[src/rtl/core/cspg_pkg.sv]
// Package with shared types, constants and coefficient tables for the cosine spacing generator.
`default_nettype none

package cspg_pkg;

  // Fixed-point formats: span length in Q16.16, blend factor in Q1.16, internal unit values in Q1.30.
  localparam int FRAC_BITS   = 16;
  localparam int MAX_POINTS  = 1024;
  localparam int UNIT_FRAC   = 30;
  localparam int UNIT_W      = UNIT_FRAC + 1;
  localparam int IDX_W       = 10;
  localparam int CNT_W       = 11;
  localparam int SPAN_W      = 32;
  localparam int FACTOR_W    = FRAC_BITS + 1;

  localparam logic [UNIT_W-1:0]   UNIT_ONE  = UNIT_W'(1) << UNIT_FRAC;
  localparam logic [UNIT_W-1:0]   HALF_PI   = 31'd1686629713;
  localparam logic [FACTOR_W-1:0] FACTOR_ONE = FACTOR_W'(1) << FRAC_BITS;

  // Divider: one quotient bit per step, four steps per pipeline stage.
  localparam int DIV_STEPS      = UNIT_W;
  localparam int DIV_PER_STAGE  = 4;
  localparam int DIV_STAGES     = (DIV_STEPS + DIV_PER_STAGE - 1) / DIV_PER_STAGE;

  // Taylor series evaluation in Horner form.
  localparam int NUM_HORNER = 6;

  // Cycles from an accepted start to its done strobe.
  localparam int LATENCY = 1 + DIV_STAGES + 3 + 3 * NUM_HORNER + 1 + 5;

  // Spacing mode codes.
  localparam logic [1:0] MODE_LEFT   = 2'd0;
  localparam logic [1:0] MODE_CENTER = 2'd1;
  localparam logic [1:0] MODE_RIGHT  = 2'd2;

  // Configuration register indexes.
  typedef enum logic [1:0] {
    REG_POINT_COUNT = 2'd0,
    REG_BLEND       = 2'd1,
    REG_MODE        = 2'd2,
    REG_SPAN        = 2'd3
  } cfg_reg_t;

  // Data that rides alongside the arithmetic.
  typedef struct packed {
    logic              last;
    logic [UNIT_W-1:0] t30;
  } side_t;

  // Long division state.
  typedef struct packed {
    logic              last;
    logic [IDX_W-1:0]  rem;
    logic [UNIT_W-1:0] low;
    logic [UNIT_W-1:0] quo;
  } div_t;

  // Sine evaluation state.
  typedef struct packed {
    side_t             side;
    logic              u_zero;
    logic              u_one;
    logic [UNIT_W-1:0] x;
    logic [31:0]       x2;
    logic [UNIT_W-1:0] term;
  } hstate_t;

  // Horner divisors, in evaluation order.
  function automatic logic [7:0] horner_k(input int idx);
    logic [7:0] k;
    unique case (idx)
      0:       k = 8'd156;
      1:       k = 8'd110;
      2:       k = 8'd72;
      3:       k = 8'd42;
      4:       k = 8'd20;
      default: k = 8'd6;
    endcase
    return k;
  endfunction

  // floor(2^32 / k) for each Horner divisor.
  function automatic logic [31:0] horner_recip(input int idx);
    logic [31:0] m;
    unique case (idx)
      0:       m = 32'd27531841;
      1:       m = 32'd39045157;
      2:       m = 32'd59652323;
      3:       m = 32'd102261126;
      4:       m = 32'd214748364;
      default: m = 32'd715827882;
    endcase
    return m;
  endfunction

endpackage

`default_nettype wire

[src/rtl/core/cspg_div.sv]
// Pipelined restoring divider that forms t = i/(n-1) in Q1.30 with rounding.
`default_nettype none

module cspg_div import cspg_pkg::*; (
  input  logic             clk,
  input  logic             rst,
  input  logic             in_valid,
  input  logic [IDX_W-1:0] idx,
  input  logic             in_last,
  input  logic [IDX_W-1:0] divisor,
  output logic             out_valid,
  output side_t            out_side
);

  div_t stage [DIV_STAGES+1];
  logic vld   [DIV_STAGES+1];

  // A group of division steps; steps past the last quotient bit pass through.
  function automatic div_t div_steps(input div_t s, input logic [IDX_W-1:0] d, input int g);
    div_t        r;
    logic [IDX_W:0] r2;
    r = s;
    for (int j = 0; j < DIV_PER_STAGE; j++) begin
      if (g * DIV_PER_STAGE + j < DIV_STEPS) begin
        r2    = {r.rem, r.low[UNIT_W-1]};
        r.low = {r.low[UNIT_W-2:0], 1'b0};
        if (r2 >= {1'b0, d}) begin
          r.rem = IDX_W'(r2 - {1'b0, d});
          r.quo = {r.quo[UNIT_W-2:0], 1'b1};
        end else begin
          r.rem = r2[IDX_W-1:0];
          r.quo = {r.quo[UNIT_W-2:0], 1'b0};
        end
      end
    end
    return r;
  endfunction

  // Dividend is (i << 30) + d/2; its top bits are i/2, already below d.
  assign vld[0]        = in_valid;
  assign stage[0].last = in_last;
  assign stage[0].rem  = {1'b0, idx[IDX_W-1:1]};
  assign stage[0].low  = {idx[0], 21'b0, divisor[IDX_W-1:1]};
  assign stage[0].quo  = '0;

  // Division stages.
  for (genvar g = 0; g < DIV_STAGES; g++) begin : g_stage
    always_ff @(posedge clk) begin
      if (rst) begin
        vld[g+1] <= 1'b0;
      end else begin
        vld[g+1] <= vld[g];
      end
      stage[g+1] <= div_steps(stage[g], divisor, g);
    end
  end

  assign out_valid     = vld[DIV_STAGES];
  assign out_side.last = stage[DIV_STAGES].last;
  assign out_side.t30  = stage[DIV_STAGES].quo;

endmodule

`default_nettype wire

[config.mk]
export PLATFORM = sky130hd
export DESIGN_NAME = cspg_div
export DESIGN_NICKNAME = d
export VERILOG_FILES = /design/src/rtl/core/cspg_pkg.sv /design/src/rtl/core/cspg_div.sv
export SDC_FILE = /design/constraint.sdc
export NUM_CORES = 1
export LEC_CHECK = 0
export BUFFER_PORTS_ARGS = -buffer_cell sky130_fd_sc_hd__buf_2
export CAP_MARGIN = 20
export CORE_AREA = 3 3 275 277
export CTS_BUF_LIST = sky130_fd_sc_hd__clkbuf_16
export DETAILED_ROUTE_END_ITERATION = 8
export DIE_AREA = 0 0 278 280
export PLACE_DENSITY = 0.41
export SKIP_LAST_GASP = 1
export SYNTH_ARGS = -nofsm -noshare
export SYNTH_HDL_FRONTEND = slang
export SYNTH_SLANG_ARGS = --single-unit
[constraint.sdc]
create_clock -name clk -period 15.7 [get_ports clk]
set_input_delay 2.355 -clock clk [delete_from_list [all_inputs] [get_ports clk]]
set_output_delay 2.355 -clock clk [all_outputs]
set_load 0.005 [all_outputs]
After elaboration in Yosys (flattened, before gate mapping). Index checks and enable logic that the tools add are counted. W data, S select, Z words.

Muxes and demuxes: 61. Order comparisons: 31. $add $sub $neg: 30.

Operators with widths (count): $ge A11 B10 Y1 (30); $mux W10 (30); $sub A10 B10 Y10 (30); $mux W1 (31); $ge A10 B10 Y1 (1).

Logic and storage cells: 165. Register bits: 284. Input bits: 24. Output and inout bits: 33.

Logic depth before layout (Yosys ltp). Gate-level depths: netlist (run 1).

Depth in word-level cells: 8. Gate-level depth with buffers: 46. Mapped depth without buffers: 41.

Least setup slack after synthesis (run 1). No wires, ideal clock.

Kind: input port to flip-flop. Start: input divisor[1]. End: register stage[137] (netlist name). Setup slack: 3.476 ns. Setup time: 0.121 ns. Arrival time: 12.103 ns. Data required time: 15.579 ns. Stages on the path: 44. Buffers on the path: 4. Path through: inv_1 -> ha_1 -> nor2b_1 -> o31a_1 -> o31a_1 -> o21ai_0 -> nor2b_1 -> buf_1 -> nand2_1 -> o21ai_0 -> ha_1 -> nor2b_1 -> o21ai_0 -> a21oi_1 -> o41ai_1 -> a21oi_1 -> a311oi_2 -> inv_1 -> [8 not listed] -> a41o_1 -> a2111oi_0 -> o21ai_0 -> buf_2 -> mux2_2 -> inv_1 -> ha_1 -> nor2b_1 -> o21ai_0 -> a21boi_0 -> o21ai_0 -> a21oi_1 -> a21o_1 -> a21oi_1 -> o21ai_0 -> a211oi_2 -> buf_4 -> mux2_2.

Word-level cells in the longest chain between the ends: 8. Elaborated cells between the ends (all ways): 12. Those cells by class: add/sub (4); order compare (4); mux (4).

RTL lines: start, declared (line cspg_div.sv:10) `input logic [IDX_W-1:0] divisor,`; $sub A10 B10 Y10 or $ge A11 B10 Y1 (tied branches) (line cspg_div.sv:28, cspg_div.sv:27); $mux W10 (line cspg_div.sv:27) `if (r2 >= {1'b0, d}) begin`; $sub A10 B10 Y10 or $ge A11 B10 Y1 (tied branches) (line cspg_div.sv:28, cspg_div.sv:27); $mux W10 (line cspg_div.sv:27); $sub A10 B10 Y10 or $ge A11 B10 Y1 (tied branches) (line cspg_div.sv:28, cspg_div.sv:27); $mux W10 (line cspg_div.sv:27); $ge A11 B10 Y1 or $sub A10 B10 Y10 (tied branches) (line cspg_div.sv:27, cspg_div.sv:28); $mux W10 (*) (line cspg_div.sv:27); end signal, assigned by index (line cspg_div.sv:54) `stage[g+1] <= div_steps(stage[g], divisor, g);`; end, declared (line cspg_div.sv:15) `div_t stage [DIV_STAGES+1];`.

Mark *: on every way between the ends. The rest lies on a longest branch, timed or not. A chain may end at the register's enable or synchronous reset.

Worst setup path in the final report (run 1).
Start: input divisor[2]. End: register stage[137] (netlist name).

The elaborated chain is that of the path after synthesis.

==> results of run 1 <==
==> path summary, 6_finish.rpt <==
| path | slack, ps | to |
|---|---|---|
| setup / recovery | 2600 | stage[137] |
| hold / removal | 320 | stage[307] |
| hold reg to reg | 320 | stage[307] |
| setup reg to reg | 4370 | stage[137] |
==> cell usage after synthesis (61+ instances only) <==
cell,number
nand2_1,135
a21o_1,86
dfxtp_1,284
a21oi_1,178
nor2_1,176
o21ai_0,173
xnor2_1,126
ha_1,295
nor3_1,66
inv_1,124
o21a_1,62
nor2b_1,62
mux2_2,105
xor2_1,61
==> registers in the layout, indices dropped and copies added (netlist names) <==
name	cells
stage	244
out_side	32
vld	7
out_valid	1
==> cells by family after synthesis <==
family / count (synthesis) / share of synthesized area
buffers and inverters: 210 / 0.0423
XOR/XNOR: 187 / 0.0747
adder cells (fa/ha/maj): 310 / 0.182
AO/OA/AOI/OAI: 726 / 0.220
AND/OR/NAND/NOR: 673 / 0.154
flip-flops: 284 / 0.259
multiplexers: 136 / 0.0681
==> placed cells by master, fill, tap and decap left out, types with 26 or more instances in the layout <==
cell type	n
a21oi_1	178
inv_1	119
nor3_1	66
buf_2	55
nand4_1	45
a21o_1	86
nor2_1	175
o21ai_0	173
clkbuf_16	41
mux2i_1	30
buf_4	34
o21a_1	62
nor2b_1	62
ha_1	295
dfxtp_1	284
nand2b_1	56
nand3_1	26
xnor2_1	126
nand2_1	135
xor2_1	61
mux2_2	105
==> stage by stage <==
step	area [sq um]	hold slack, ps	utilization	setup slack [ps]	std cells
final	24600	317	0.336	2600	3565
after global routing	24600	324	0.336	1210	3565
after CTS	24600	318	0.336	2620	3565
after detailed placement	23300	312	0.318	2050	3495
after global placement	23300	310	0.318	2280	3495
after floorplan	21900	310	-	3480	2526
==> area by class of cell <==
| class | count | share of cell area |
|---|---|---|
| Multi-Input combinational cell | 2032 | 0.624 |
| Sequential cell | 284 | 0.231 |
| Tap cell | 959 | 0.0488 |
| Clock buffer | 41 | 0.0418 |
| Timing Repair Buffer | 90 | 0.0224 |
| Inverter | 130 | 0.0199 |
| Clock inverter | 29 | 0.0116 |
==> layer usage <==
| layer | up-vias | wire (microns) | global-route usage |
|---|---|---|---|
| li1 | 9321 | - | - |
| met1 | 8671 | 29900 | 0.209 |
| met2 | 302 | 29300 | 0.275 |
| met3 | 96 | 2180 | 0.0225 |
| met4 | 0 | 1650 | 0.0470 |
| met5 | - | 0 | 0 |
==> run metrics, run 1 <==
Hold Path Origin=stage[376]; crit path time final=13100 ps; clk slew on worst S/H paths=60 ps; Startpoint Class=input port; HP Class=register to register; later-pin clock latency in the skew report=560 ps; die area=just under 80000 sq um; Yosys top cell by area=dfxtp_1; Worst Setup SP=divisor[2]; Pins Over Slew Limit=0; io pins=between 50 and 60; antenna violations before repair=1; CTS resizes=0; Residual DRC=0; CTS sink cnt=about 280; CTS buffer count=40; crit path DAT=approximately 14000 ps; delay-heaviest family, CP=compound AO/OA/AOI/OAI gates; Yosys reg bits=between 200 and 300; Max-slew headroom=0.344; vias in the first global route=between 15000 and 20000; Worst Skew=around 19 ps; Worst R2R Start=stage[208]; total gr overflow=0; status=finished clean; DR WL/cell=17.7 microns; core area=roughly 73000 sq um; period utilization=0.834; via/cell ratio=slightly above 5; top_reg_cell synth=dfxtp_1; Final ANT Viol Nets=0; critical-path maximum fanout=11; Area growth syn-to-layout=12.0%; fin nets=2912; EDFF count, synth=0; sequential fraction of the synthesis area=0.259; PortBufs=between 50 and 60; Root Buffer=clkbuf_16; pin count of the biggest net entering global routing=31; multi-input combinational cell area=about 15000 sq um; Synth cell types=between 80 and 90; Initial Util=0.300; Post-Syn Area=~22000 sq um; Syn Nets=around 2900; Vias=approximately 18000; Worst Hold Depth=0; synth top area cells=dfxtp_1 26%, ha_1 17%, mux2_2 5.4%; Setup CP Type=input port to register; fillers=between 7000 and 8000; setup tns final=0 ps; number of max-cap violations=0; Overall Global Routing Usage=0.160; DP HPWL=47300 microns; CP bufs+invs=6; first-pass GRT wire length=roughly 100000 microns; RSZ-0062 raised after global routing=no; worst reg2reg path depth=39; Final Hold Fails=0; Slew @ Worst Pin=~1000 ps; CTS Buffer Depth=3; FF/Latch Area=~5700 sq um; share of cells above drive strength 1=0.122; CTS tree=built; Final Wtd Congestion=between 0.8 and 0.9; Worst setup EP type=register; final setup vio count=0; area fraction of the dominant cell type after synthesis=0.259; Die W=278 microns; antenna diode count=0; WP data required=roughly 16000 ps; asr flop ratio synth=0; cell mode on critical path=o21ai_0; DR pass1 iterations=5; DR iter-0 viols=between 900 and 1000; Die H=about 280 microns; number of H-tree levels=2; YS warnings=0; post-CTS setup buffer count=0; final wirelength=roughly 63000 microns; Max stage delay on crit path=between 800 and 900 ps; Max Freq=approximately 76 MHz; Site Rows=~100; WP depth=42; Critical-path top delay cell=a211oi_2; cts hold-fix bufs=0; Post-Syn Instances=between 2000 and 3000; synthesized area per cell=between 8 and 9 sq um
Power of run 1 is left out: the tool's default activity adds up to more than one toggle a clock period on the data nets, which glitch-free logic cannot reach.
==> run 2: changes to the inputs <==
--- a/config.mk
+++ b/config.mk
@@ -5,12 +5,13 @@
 export SDC_FILE = /design/constraint.sdc
 export NUM_CORES = 1
 export LEC_CHECK = 0
+export ABC_AREA = 1
 export BUFFER_PORTS_ARGS = -buffer_cell sky130_fd_sc_hd__buf_2
 export CAP_MARGIN = 20
-export CORE_AREA = 3 3 275 277
+export CORE_AREA = 3 3 278 280
 export CTS_BUF_LIST = sky130_fd_sc_hd__clkbuf_16
 export DETAILED_ROUTE_END_ITERATION = 8
-export DIE_AREA = 0 0 278 280
+export DIE_AREA = 0 0 281 283
 export PLACE_DENSITY = 0.41
 export SKIP_LAST_GASP = 1
 export SYNTH_ARGS = -nofsm -noshare
==> constraint.sdc (replaced) <==
create_clock -name clk -period 12.75 [get_ports clk]
set_input_delay 1.9125 -clock clk [delete_from_list [all_inputs] [get_ports clk]]
set_output_delay 1.9125 -clock clk [all_outputs]
set_load 0.005 [all_outputs]
==> run 2 against run 1 <==
Effect of this change: worst setup slack worse by 390 ps; via count up 12%; synthesized cell count up 26%; non-clock buffer count down 4; die area up 2.2%; utilization down 0.24 points; clock skew up 7.9 ps; sequential share of layout area down 0.34 points; sequential cell count unchanged; final area up 1.5%; final cell count up 19%; critical endpoint is now stage[143].
==> run metrics, run 2 <==
status=finished clean (unchanged); Pins Over Slew Limit=0 (unchanged); core area=74700 sq um (was 73100 sq um); Site Rows=100 (was 99); final setup vio count=0 (unchanged); WP data required=13190 ps (was 16140 ps); share of cells above drive strength 1=0.0702 (was 0.122); RSZ-0062 raised after global routing=no (unchanged); CTS tree=built (unchanged); Final ANT Viol Nets=0 (unchanged); Slew @ Worst Pin=856 ps (was 982 ps); Max Freq=roughly 95 MHz; CTS buffer count=39 (was 40); CTS sink cnt=284 (unchanged); Largest register FFs=244 (unchanged); Initial Util=0.301 (was 0.300); sequential fraction of the synthesis area=0.253 (was 0.259); Residual DRC=0 (unchanged); via/cell ratio=4.86 (was 5.16); area fraction of the dominant cell type after synthesis=0.253 (was 0.259); Setup CP Type=input port to register (unchanged); Overall Global Routing Usage=0.165 (was 0.160); Top reg by flops=stage (unchanged); vias in the first global route=20200 (was 18400); total gr overflow=0 (unchanged); DR WL/cell=15.7 microns (was 17.7 microns); antenna diode count=0 (unchanged); Area growth syn-to-layout=10.8% (was 12.0%); Yosys reg bits=284 (unchanged); Die W=281 microns (was 278 microns); fillers=8081 (was 7641); Max stage delay on crit path=700 ps (was 830 ps); Post-Syn Instances=3186 (was 2526); number of max-cap violations=0 (unchanged); critical-path maximum fanout=21 (was 11); Worst Skew=26.5 ps (was 18.6 ps); final wirelength=66400 microns (was 63100 microns); clk slew on worst S/H paths=60 ps (about the same); io pins=57 (unchanged); setup tns final=0 ps (unchanged); DP HPWL=51200 microns (was 47300 microns); antenna violations before repair=0 (was 1); pin count of the biggest net entering global routing=24 (was 31); most frequent cells in the layout=829 x nand2_1, 312 x inv_1, 295 x ha_1, 284 x dfxtp_1, 255 x nand3_1 (was 295 x ha_1, 284 x dfxtp_1, 178 x a21oi_1, 175 x nor2_1, 173 x o21ai_0); Syn Nets=3520 (was 2860); YS warnings=0 (unchanged); DR iter-0 viols=980 (was 982); Final Hold Fails=0 (unchanged); DR pass1 iterations=5 (unchanged); Critical-path top delay cell=o21ai_0 (was a211oi_2); Final Wtd Congestion=0.892 (was 0.831); Yosys top cell by area=dfxtp_1 (unchanged); Post-synth top cells=829 x nand2_1, 316 x inv_1, 295 x ha_1, 284 x dfxtp_1, 255 x nand3_1 (was 295 x ha_1, 284 x dfxtp_1, 178 x a21oi_1, 176 x nor2_1, 173 x o21ai_0); Root Buffer=clkbuf_16 (unchanged); EDFF count, synth=0 (unchanged); HP Class=register to register (unchanged); Die H=283 microns (was 280 microns); PortBufs=56 (unchanged); Worst setup EP type=register (unchanged); Synth cell types=53 (was 88); number of H-tree levels=2 (unchanged); synth top area cells=dfxtp_1 25%, ha_1 16%, nand2_1 14% (was dfxtp_1 26%, ha_1 17%, mux2_2 5.4%); die area=79500 sq um (was 77800 sq um); Startpoint Class=input port (unchanged); CTS Buffer Depth=3 (unchanged); fin nets=3565 (was 2912); post-CTS setup buffer count=0 (unchanged); R2R Setup Slk=4280 ps (was 4370 ps); cell with the most instances after synthesis=nand2_1 (was ha_1); crit path DAT=10980 ps (was 13530 ps); later-pin clock latency in the skew report=560 ps (about the same); asr flop ratio synth=0 (unchanged); period utilization=0.826; Vias=20600 (was 18400); top_reg_cell synth=dfxtp_1 (unchanged); commonest non-fill, non-tap cell in the layout=nand2_1 (was ha_1); cts hold-fix bufs=0 (unchanged); cell mode on critical path=nand2_1 (was o21ai_0); crit path time final=approximately 11000 ps; CTS resizes=0 (unchanged); Max-slew headroom=0.429 (was 0.344); synthesized area per cell=7.06 sq um (was 8.68 sq um); Post-Syn Area=22500 sq um (was 21900 sq um); first-pass GRT wire length=107000 microns (was 101000 microns)
-- run 2: cells by family after synthesis --
group                    share of synthesized area
flip-flops                                   0.253
buffers and inverters                       0.0777
AO/OA/AOI/OAI                                0.124
adder cells (fa/ha/maj)                      0.177
AND/OR/NAND/NOR                              0.281
XOR/XNOR                                    0.0872
-- run 2: stage by stage --
step / worst slack (ps) / util / instances / area (sq um) / hold WS [ps]
floorplan: 3770 / - / 3186 / 22500 / 310
global placement: 1570 / 0.317 / 4159 / 23700 / 310
detailed placement: 1570 / 0.317 / 4159 / 23700 / 312
CTS: 2160 / 0.334 / 4230 / 24900 / 318
global route: 1070 / 0.334 / 4230 / 24900 / 319
finish: 2220 / 0.334 / 4230 / 24900 / 316
-- run 2: final cells by class --
class	count	area, sq um	area share
Multi-Input combinational cell	2497	15100	0.604
Inverter	323	1210	0.0486
Timing Repair Buffer	86	508	0.0204
Clock inverter	31	254	0.0102
Clock buffer	40	1000	0.0401
Tap cell	969	1210	0.0486
Sequential cell	284	5690	0.228
-- run 2: per-layer routing --
metal | vias to the layer above | track usage | part of all wire
li1 | 10700 | - | -
met4 | 0 | 0.0464 | 0.023
met3 | 85 | 0.0193 | 0.036
met1 | 9469 | 0.218 | 0.47
met5 | - | 0 | 0
met2 | 346 | 0.282 | 0.47
-- run 2: worst max-delay path: cells and delay by family --
family          cells  cell delay (ps)
simple gates       24             3810
compound gates     10             2470
buf+inv             6             1320
fa+ha+maj           4             1390
-- run 2: path summary, 6_finish.rpt --
path | start | to | cells past startpoint
setup reg to reg | stage[211] | stage[143] | 39
hold / removal | stage[372] | stage[303] | 0
setup / recovery | divisor[1] | stage[143] | 44
hold reg to reg | stage[372] | stage[303] | 0
Power of run 2 is left out for the same reason.
